`src/rtl/core/lctt_pkg.sv`:
```
`default_nettype none
// ---------------------------------------------------------------------------
// lctt_pkg: shared types and constants of the lazy-clear tagged table
// Field widths, operation codes and the command and status groups that
// join the controller and the datapath.
// ---------------------------------------------------------------------------
package lctt_pkg;

   localparam int MODE_W          = 2;
   localparam int KEY_W           = 11;
   localparam int CODE_W          = 31;
   localparam int COUNT_W         = 11;
   localparam int DEFAULT_ENTRIES = 1024;

   localparam logic [MODE_W-1:0] MODE_INSERT = 2'd0;
   localparam logic [MODE_W-1:0] MODE_REMOVE = 2'd1;
   localparam logic [MODE_W-1:0] MODE_CLEAR  = 2'd2;
   localparam logic [MODE_W-1:0] MODE_LOOKUP = 2'd3;

   typedef struct packed {
      logic [MODE_W-1:0] mode;
      logic [KEY_W-1:0]  entry_index;
      logic [CODE_W-1:0] code_in;
   } req_type;

   typedef struct packed {
      logic               found;
      logic [CODE_W-1:0]  code_out;
      logic [COUNT_W-1:0] live_count;
   } rsp_type;

   // Commands from the controller to the datapath.
   typedef struct packed {
      logic capture;
      logic clr_step;
      logic rd_slot;
      logic rd_stack;
      logic exec;
   } ctl_cmd_type;

   // Status from the datapath to the controller.
   typedef struct packed {
      logic clr_last;
   } ctl_sts_type;

endpackage
`default_nettype wire

```
`src/rtl/core/lctt_ctrl.sv`:
```
`default_nettype none
// ---------------------------------------------------------------------------
// lctt_ctrl: operation sequencer
// Runs the post-reset sweep of the slot array, then steps each transfer
// through the slot read, the stack read and the execute cycle.
// ---------------------------------------------------------------------------
module lctt_ctrl
   import lctt_pkg::*;
(
   input  wire logic        clock,
   input  wire logic        reset,
   input  wire logic        start,
   input  wire ctl_sts_type sts,
   output logic             busy,
   output ctl_cmd_type      cmd
);

   localparam logic [2:0] ST_CLEAR = 3'd0;
   localparam logic [2:0] ST_IDLE  = 3'd1;
   localparam logic [2:0] ST_SLOT  = 3'd2;
   localparam logic [2:0] ST_STACK = 3'd3;
   localparam logic [2:0] ST_EXEC  = 3'd4;

   logic [2:0] state_ff;
   logic [2:0] state_in;
   logic       accept;

   // A new transfer may be taken in the execute cycle of the previous one.
   assign busy   = !((state_ff == ST_IDLE) || (state_ff == ST_EXEC));
   assign accept = start && !busy;

   always_comb begin
      cmd          = '0;
      cmd.capture  = accept;
      state_in     = state_ff;
      unique case (state_ff)
         ST_CLEAR: begin
            cmd.clr_step = 1'b1;
            if (sts.clr_last) begin
               state_in = ST_IDLE;
            end
         end
         ST_IDLE: begin
            if (accept) begin
               state_in = ST_SLOT;
            end
         end
         ST_SLOT: begin
            cmd.rd_slot = 1'b1;
            state_in    = ST_STACK;
         end
         ST_STACK: begin
            cmd.rd_stack = 1'b1;
            state_in     = ST_EXEC;
         end
         ST_EXEC: begin
            cmd.exec = 1'b1;
            state_in = accept ? ST_SLOT : ST_IDLE;
         end
         default: begin
            state_in = ST_CLEAR;
         end
      endcase
   end

   always_ff @(posedge clock) begin
      if (reset) begin
         state_ff <= ST_CLEAR;
      end else begin
         state_ff <= state_in;
      end
   end

endmodule
`default_nettype wire

```
`config.mk`:
```
export PLATFORM = sky130hd
export DESIGN_NAME = lctt_ctrl
export DESIGN_NICKNAME = d
export VERILOG_FILES = /design/src/rtl/core/lctt_pkg.sv /design/src/rtl/core/lctt_ctrl.sv
export SDC_FILE = /design/constraint.sdc
export NUM_CORES = 1
export LEC_CHECK = 0
export BUFFER_PORTS_ARGS = -buffer_cell sky130_fd_sc_hd__buf_2
export CORE_AREA = 2 2 39 41
export CTS_CLUSTER_DIAMETER = 150
export DETAILED_ROUTE_END_ITERATION = 10
export DIE_AREA = 0 0 41 43
export HOLD_SLACK_MARGIN = 0.03
export PLACE_DENSITY_LB_ADDON = 0.1
export SYNTH_ARGS = -nofsm -noshare
export SYNTH_HDL_FRONTEND = slang
export SYNTH_SLANG_ARGS = --single-unit
```
`constraint.sdc`:
```
create_clock -name clock -period 1.55 [get_ports clock]
set_clock_uncertainty 0.1 [all_clocks]
set_input_delay 0.155 -clock clock [delete_from_list [all_inputs] [get_ports clock]]
set_output_delay 0.155 -clock clock [all_outputs]
set_load 0.02 [all_outputs]
```
Yosys cells after proc, flatten, opt, wreduce, memory -nomap -nowiden:

Cells that the tools add are included.

* output and inout bits: 6
* register bits after elaboration: 3
* bits of input ports: 4

* reductions and logical operators: 5
* equality and inequality tests: 6
* multiplexer cells: 8

Operators by type and width (count)
* 3-bit one-hot mux with 5 select lines: 1
* 3-bit by 2-bit == test with 1-bit output, second input constant: 2
* 3-bit two-way mux: 2
* 1-bit two-way mux: 4
* 2-bit inequality test, second input constant: 2
* 3-bit by 1-bit == test with 1-bit output, second input constant: 1
* 3-bit == test, second input constant: 1
* 3-bit zero test: 1
* 2-bit two-way mux: 1
* 2-bit AND reduction: 1
* 1-bit logical AND: 1
* 1-bit zero test: 1
* 1-bit logical OR: 1

Logic depth before layout (Yosys ltp):

Gate-level depths: netlist of run 1.

* word-level depth: 5
* depth in mapped cells: 3

Worst setup path before layout of run 1:

No wires, ideal clock.

* kind: reg-to-output
* start: reg state_ff[1]
* end: out cmd[0] (netlist bit)
* arrival time: 0.948 ns
* data required time: 1.295 ns
* buffers on the path: 1
* path slack: 0.347 ns
* cell stages (with the launch flop): 3
* cells stage by stage: dfxtp_1 > buf_6 > nor3b_1

RTL lines
* start: declaration: RTL line lctt_ctrl.sv:24 `logic [2:0] state_ff;`
* start signal: assignment: RTL line lctt_ctrl.sv:70 `state_ff <= state_in;`
* end: declaration: RTL line lctt_ctrl.sv:15 `output ctl_cmd_type cmd`

==> results of run 1 <==
==> what timing repair did <==
item,in CTS,in global routing
hold buffers,0,0
resized for setup,0,1
endpoints found under the setup margin,0,1
setup buffers,0,0
hold endpoints to repair,0,0
==> routing by layer <==
layer | track usage | wire length, um | vias to the layer above
li1 | - | - | 92
met1 | 0.0737 | 191 | 76
met2 | 0.0781 | 208 | 7
met3 | 0.0419 | 44 | 0
met4 | 0.0800 | 0 | 0
met5 | 0 | 0 | -
==> placed cells by master, fill, tap and decap left out, types with 2 or more instances in the layout <==
| cell | Yosys | final |
|---|---|---|
| buf_2 | 0 | 9 |
| clkbuf_4 | 0 | 3 |
| dfxtp_1 | 3 | 3 |
| nor2_1 | 3 | 3 |
| nor3b_1 | 2 | 2 |
| or2_1 | 2 | 2 |
==> critical path: stages (launching register included) <==
cell and delay [ns]:
dfxtp_1 0.34, or2_1 0.29, nor2_1 0.10, buf_2 0.17
==> cell type report <==
| class | instances | area (um^2) | area share |
|---|---|---|---|
| inverters | 1 | 3.75 | 0.0139 |
| flip-flops and latches | 3 | 60.1 | 0.222 |
| well taps | 16 | 20.0 | 0.0741 |
| repair buffers | 9 | 45.0 | 0.167 |
| multi-input cells | 14 | 115 | 0.426 |
| clock buffers | 4 | 26.3 | 0.0972 |
==> how the worst min path moves through the flow <==
stage,slack (ns),end,cells past startpoint
2_1_floorplan,0.13,state_ff[2],1
3_3_place_gp,0.30,state_ff[2],2
3_5_place_dp,0.31,state_ff[2],2
4_1_cts,0.05,state_ff[2],2
5_1_grt,0.06,state_ff[2],2
6_report,0.06,state_ff[2],2
==> power by group through the flow <==
stage | Sequential [mW] | Clock [mW] | Combinational (mW)
2_1_floorplan | 0.0890 | 0 | 0.0628
5_1_grt | 0.0956 | 0.154 | 0.0842
3_5_place_dp | 0.0941 | 0 | 0.0753
3_3_place_gp | 0.0937 | 0 | 0.0763
6_report | 0.0939 | 0.139 | 0.0766
4_1_cts | 0.0931 | 0.148 | 0.0761
==> per-stage QoR <==
stage	power [mW]	cell area [um^2]
floorplan	0.152	190
global placement	0.170	236
detailed placement	0.169	236
CTS	0.317	263
global route	0.334	270
finish	0.309	270
==> logic make-up after synthesis <==
logic type	count (synthesis)
AO/OA/AOI/OAI	2
XOR/XNOR	1
buffers and inverters	3
flip-flops	3
AND/OR/NAND/NOR	11
==> reports/metrics.yaml, run 1 <==
reg2reg_to: "state_ff[0]"
seq_area_frac_synth: 0.316
place_congestion: 0.667
synthMuxAreaShare: 0
die_w_um: 41
cts.sinks: 3
synth_compound_area_frac: 0.132
synth.top_cells.by_count: "3 x dfxtp_1, 3 x nor2_1, 2 x nor3b_1, 2 x or2_1"
min_path_type: "in -> reg"
seqPwrFrac: 0.304
io_buffers: 9
r2r_setup_slack_ns: 0.46
drt-pass1-iter-count: 1
hp-start: "reset"
rr_startpoint: "state_ff[1]"
critPathRequiredTime_ns: 1.29
drc: 0
fin_nets: 36
place_ws_ns: 0.327
layout-drive-gt1-share: 0.484
synth_top_area_frac: 0.316
dieArea_um2: 1760
power.internal_mw: 0.214
synthSimpleGateAreaFrac: 0.388
cts_buffers: 3
p_sw_mw: 0.0952
ir_drop_mv: 0.287
criticalPathCategory: "reg -> out"
grt_max_degree: 10
antenna_found_initial: 0
maxSlewViolCount: 0
synth_area_leader_cell: "dfxtp_1"
whs_ns: 0.0578
crit_fanout: 4
top_regs: "state_ff: 3 flops"
core_um2: 1380
cp-endpoint: "cmd[2]"
area_growth_pct: 42.1
synth.top_cells.by_area: "dfxtp_1 32%, o32ai_2 8.6%, nor3b_1 7.9%"
vias_per_cell: 3.72
synthArstFlopShare: 0
clockRootBuffer: "clkbuf_4"
synth_edf_count: 0
grt_first_pass_wirelength_um: 745
utilization: 0.195
p_sw_frac: 0.308
nFillCells: 162
largest_register_ffs: 3
io_pins: 10
endpoint_kind: "primary output"
relSlewSlack: 0.824
yosys_warnings: 0
synthFlopType: "dfxtp_1"
start_kind: "register"
crit_arrival_ns: 1.13
ys_ff_latch: 3
first_global_vias: 192
synth.distinct_cells: 14
insertion_delay_ns: 0.23
finalSetupTns_ns: 0
overflow: 0
synth_area_per_cell_um2: 9.51
start_util: 0.137
min_period_ns: 1.39
drtIter0Drc: 0
die_h_um: 43
stdcell_count: 47
rsz0062_at_grt: "false"
vias: 175
setup_viol: 0
antenna_cells: 0
drt-total-wl_um: 444
htree_num_levels: 1
syn_area_um2: 190
yosys.area_share.adder: 0
synth_top_family_by_area: "simple AND/OR/NAND/NOR gates"
regMostFlops: "state_ff"
p_leak_nw: 0.119
dp_cells: 43
final_hold_viol_count: 0
layout_setup_ws_ns: 0.160
critPathLaunch: "state_ff[2]"
dpl.hpwl_um: 321
cts_tree: "yes"
post_drt_wl_per_cell_um: 9.45
rows: 14
drv_cap: 0
grt_usage: 0.0682
status: "finished clean"
power.density_nw_per_um2: 1140
synth_xor_area_frac: 0.0461
clk_pin_slew_ns: 0.04
period_share: 0.897
fmax_ghz: 0.719
p_clk_frac: 0.448
max_slew.worst_pin.slew_ns: 0.264
synthCells: 20
r2r_cells: 2
comb_power_share: 0.248
cts.path.max_buffers: 2
synthesis.nets: 24
ant_nets: 0
No activity file was read; power rests on OpenSTA's default activity.
==> inputs of run 2 (changes only) <==
--- a/config.mk
+++ b/config.mk
@@ -6,6 +6,8 @@
 export NUM_CORES = 1
 export LEC_CHECK = 0
 export BUFFER_PORTS_ARGS = -buffer_cell sky130_fd_sc_hd__buf_2
+export CELL_PAD_IN_SITES_DETAIL_PLACEMENT = 0
+export CELL_PAD_IN_SITES_GLOBAL_PLACEMENT = 2
 export CORE_AREA = 2 2 39 41
 export CTS_CLUSTER_DIAMETER = 150
 export DETAILED_ROUTE_END_ITERATION = 10
==> run 2 against run 1 <==
Effect of this change:
- first-iteration DRC count stayed put
- register-to-register slack about the same
- combinational power increased by 4.0%
- sequential share of layout area unchanged
- critical path type unchanged
- largest cell class unchanged
==> reports/metrics.yaml, run 2 (synthesized netlist as in run 1, its figures left out) <==
ant_nets: 0
place_area_um2: 244
rsz0062_at_grt: "false"
ir_drop_mv: 0.206
grt_usage: 0.0791
area_growth_pct: 42.1
antenna_found_initial: 0
start_util: 0.137
crit_fanout: 4
clk_pin_slew_ns: 0.04
setup_viol: 0
cts.path.max_buffers: 2
grt_first_pass_wirelength_um: 848
antenna_cells: 0
ctsHoldBuffers: 0
largest_register_ffs: 3
final_hold_viol_count: 0
hold_end: "state_ff[2]"
regMostFlops: "state_ff"
cts_resized: 0
rows: 14
drt-pass1-iter-count: 1
finalSetupTns_ns: 0
start_kind: "register"
cts_tree: "yes"
dpl.hpwl_um: 347
core_um2: 1380
r2r_cells: 2
insertion_delay_ns: 0.23
cts_buffers: 3
io_buffers: 9
r2r_setup_slack_ns: 0.47
min_path_type: "in -> reg"
dieArea_um2: 1760
period_share: 0.886
endpoint_kind: "primary output"
die_w_um: 41
reg2reg_to: "state_ff[0]"
drc: 0
grt_max_degree: 10
crit_arrival_ns: 1.12
io_pins: 10
drt-total-wl_um: 462
fmax_ghz: 0.728
final_cell_mix: "9 x buf_2, 3 x nor2_1, 3 x clkbuf_4, 3 x dfxtp_1"
power.density_nw_per_um2: 1150
criticalPathCategory: "reg -> out"
vias: 181
htree_num_levels: 1
drv_cap: 0
place_congestion: 0.638
vias_per_cell: 3.77
relSlewSlack: 0.820
cts.sinks: 3
overflow: 0
die_h_um: 43
layout-drive-gt1-share: 0.469
first_global_vias: 211
post_drt_wl_per_cell_um: 9.63
final_area_um2: 270
final_common_cell: "buf_2"
p_leak_nw: 0.121
drtIter0Drc: 0
hold_depth: 2
rr_startpoint: "state_ff[1]"
max_slew.worst_pin.slew_ns: 0.270
top_regs: "state_ff: 3 flops"
hp-start: "reset"
status: "finished clean"
fin_nets: 37
critPathRequiredTime_ns: 1.29
min_period_ns: 1.37
maxSlewViolCount: 0
post_cts_buffers: 0
clockRootBuffer: "clkbuf_4"
-- run 2: power by group --
| group | internal [mW] | total, mW | switching [mW] | leakage (nW) |
|---|---|---|---|---|
| logic | 0.0354 | 0.0797 | 0.0442 | 0.0813 |
| registers | 0.0840 | 0.0929 | 0.00889 | 0.0246 |
| clock network | 0.0966 | 0.140 | 0.0429 | 0.0150 |
| total | 0.216 | 0.312 | 0.0960 | 0.121 |
-- run 2: metrics by stage --
step / setup WS, ns / utilization / power [mW] / hold WS [ns] / std cells
detailed placement: 0.417 / 0.176 / 0.175 / 0.309 / 44
finish: 0.177 / 0.195 / 0.312 / 0.0624 / 48
CTS: 0.146 / 0.195 / 0.323 / 0.0552 / 48
floorplan: 0.347 / - / 0.152 / 0.127 / 20
global placement: 0.424 / 0.176 / 0.176 / 0.304 / 44
global route: 0.0740 / 0.195 / 0.335 / 0.0752 / 48
-- run 2: how the worst max path moves through the flow --
stage          endpoint  cells past startpoint  slack (ns)        start
3_3_place_gp     cmd[3]                      3        0.42  state_ff[2]
4_1_cts          cmd[4]                      3        0.15  state_ff[0]
6_report         cmd[2]                      3        0.18  state_ff[2]
5_1_grt          cmd[2]                      3        0.07  state_ff[2]
3_5_place_dp     cmd[4]                      3        0.42  state_ff[0]
2_1_floorplan    cmd[0]                      2        0.35  state_ff[1]
-- run 2: area by class of cell --
cell class / count / area (um^2)
fill: 165 / 1110
multi-input combinational: 14 / 108
sequential: 3 / 60.1
timing repair buffer: 10 / 52.6
clock buffer: 4 / 26.3
tap: 16 / 20.0
inverter: 1 / 3.75
-- run 2: worst max-delay path: stages, from the launching register on --
cell and delay [ns]:
dfxtp_1 0.32, or2_1 0.29, nor2_1 0.11, buf_2 0.17
-- run 2: layer usage --
| layer | vias to the layer above | part of all wire | global-route usage |
|---|---|---|---|
| met5 | - | 0 | 0 |
| li1 | 92 | - | - |
| met2 | 8 | 0.50 | 0.103 |
| met4 | 0 | 0.026 | 0.100 |
| met1 | 79 | 0.43 | 0.0796 |
| met3 | 2 | 0.043 | 0.0314 |
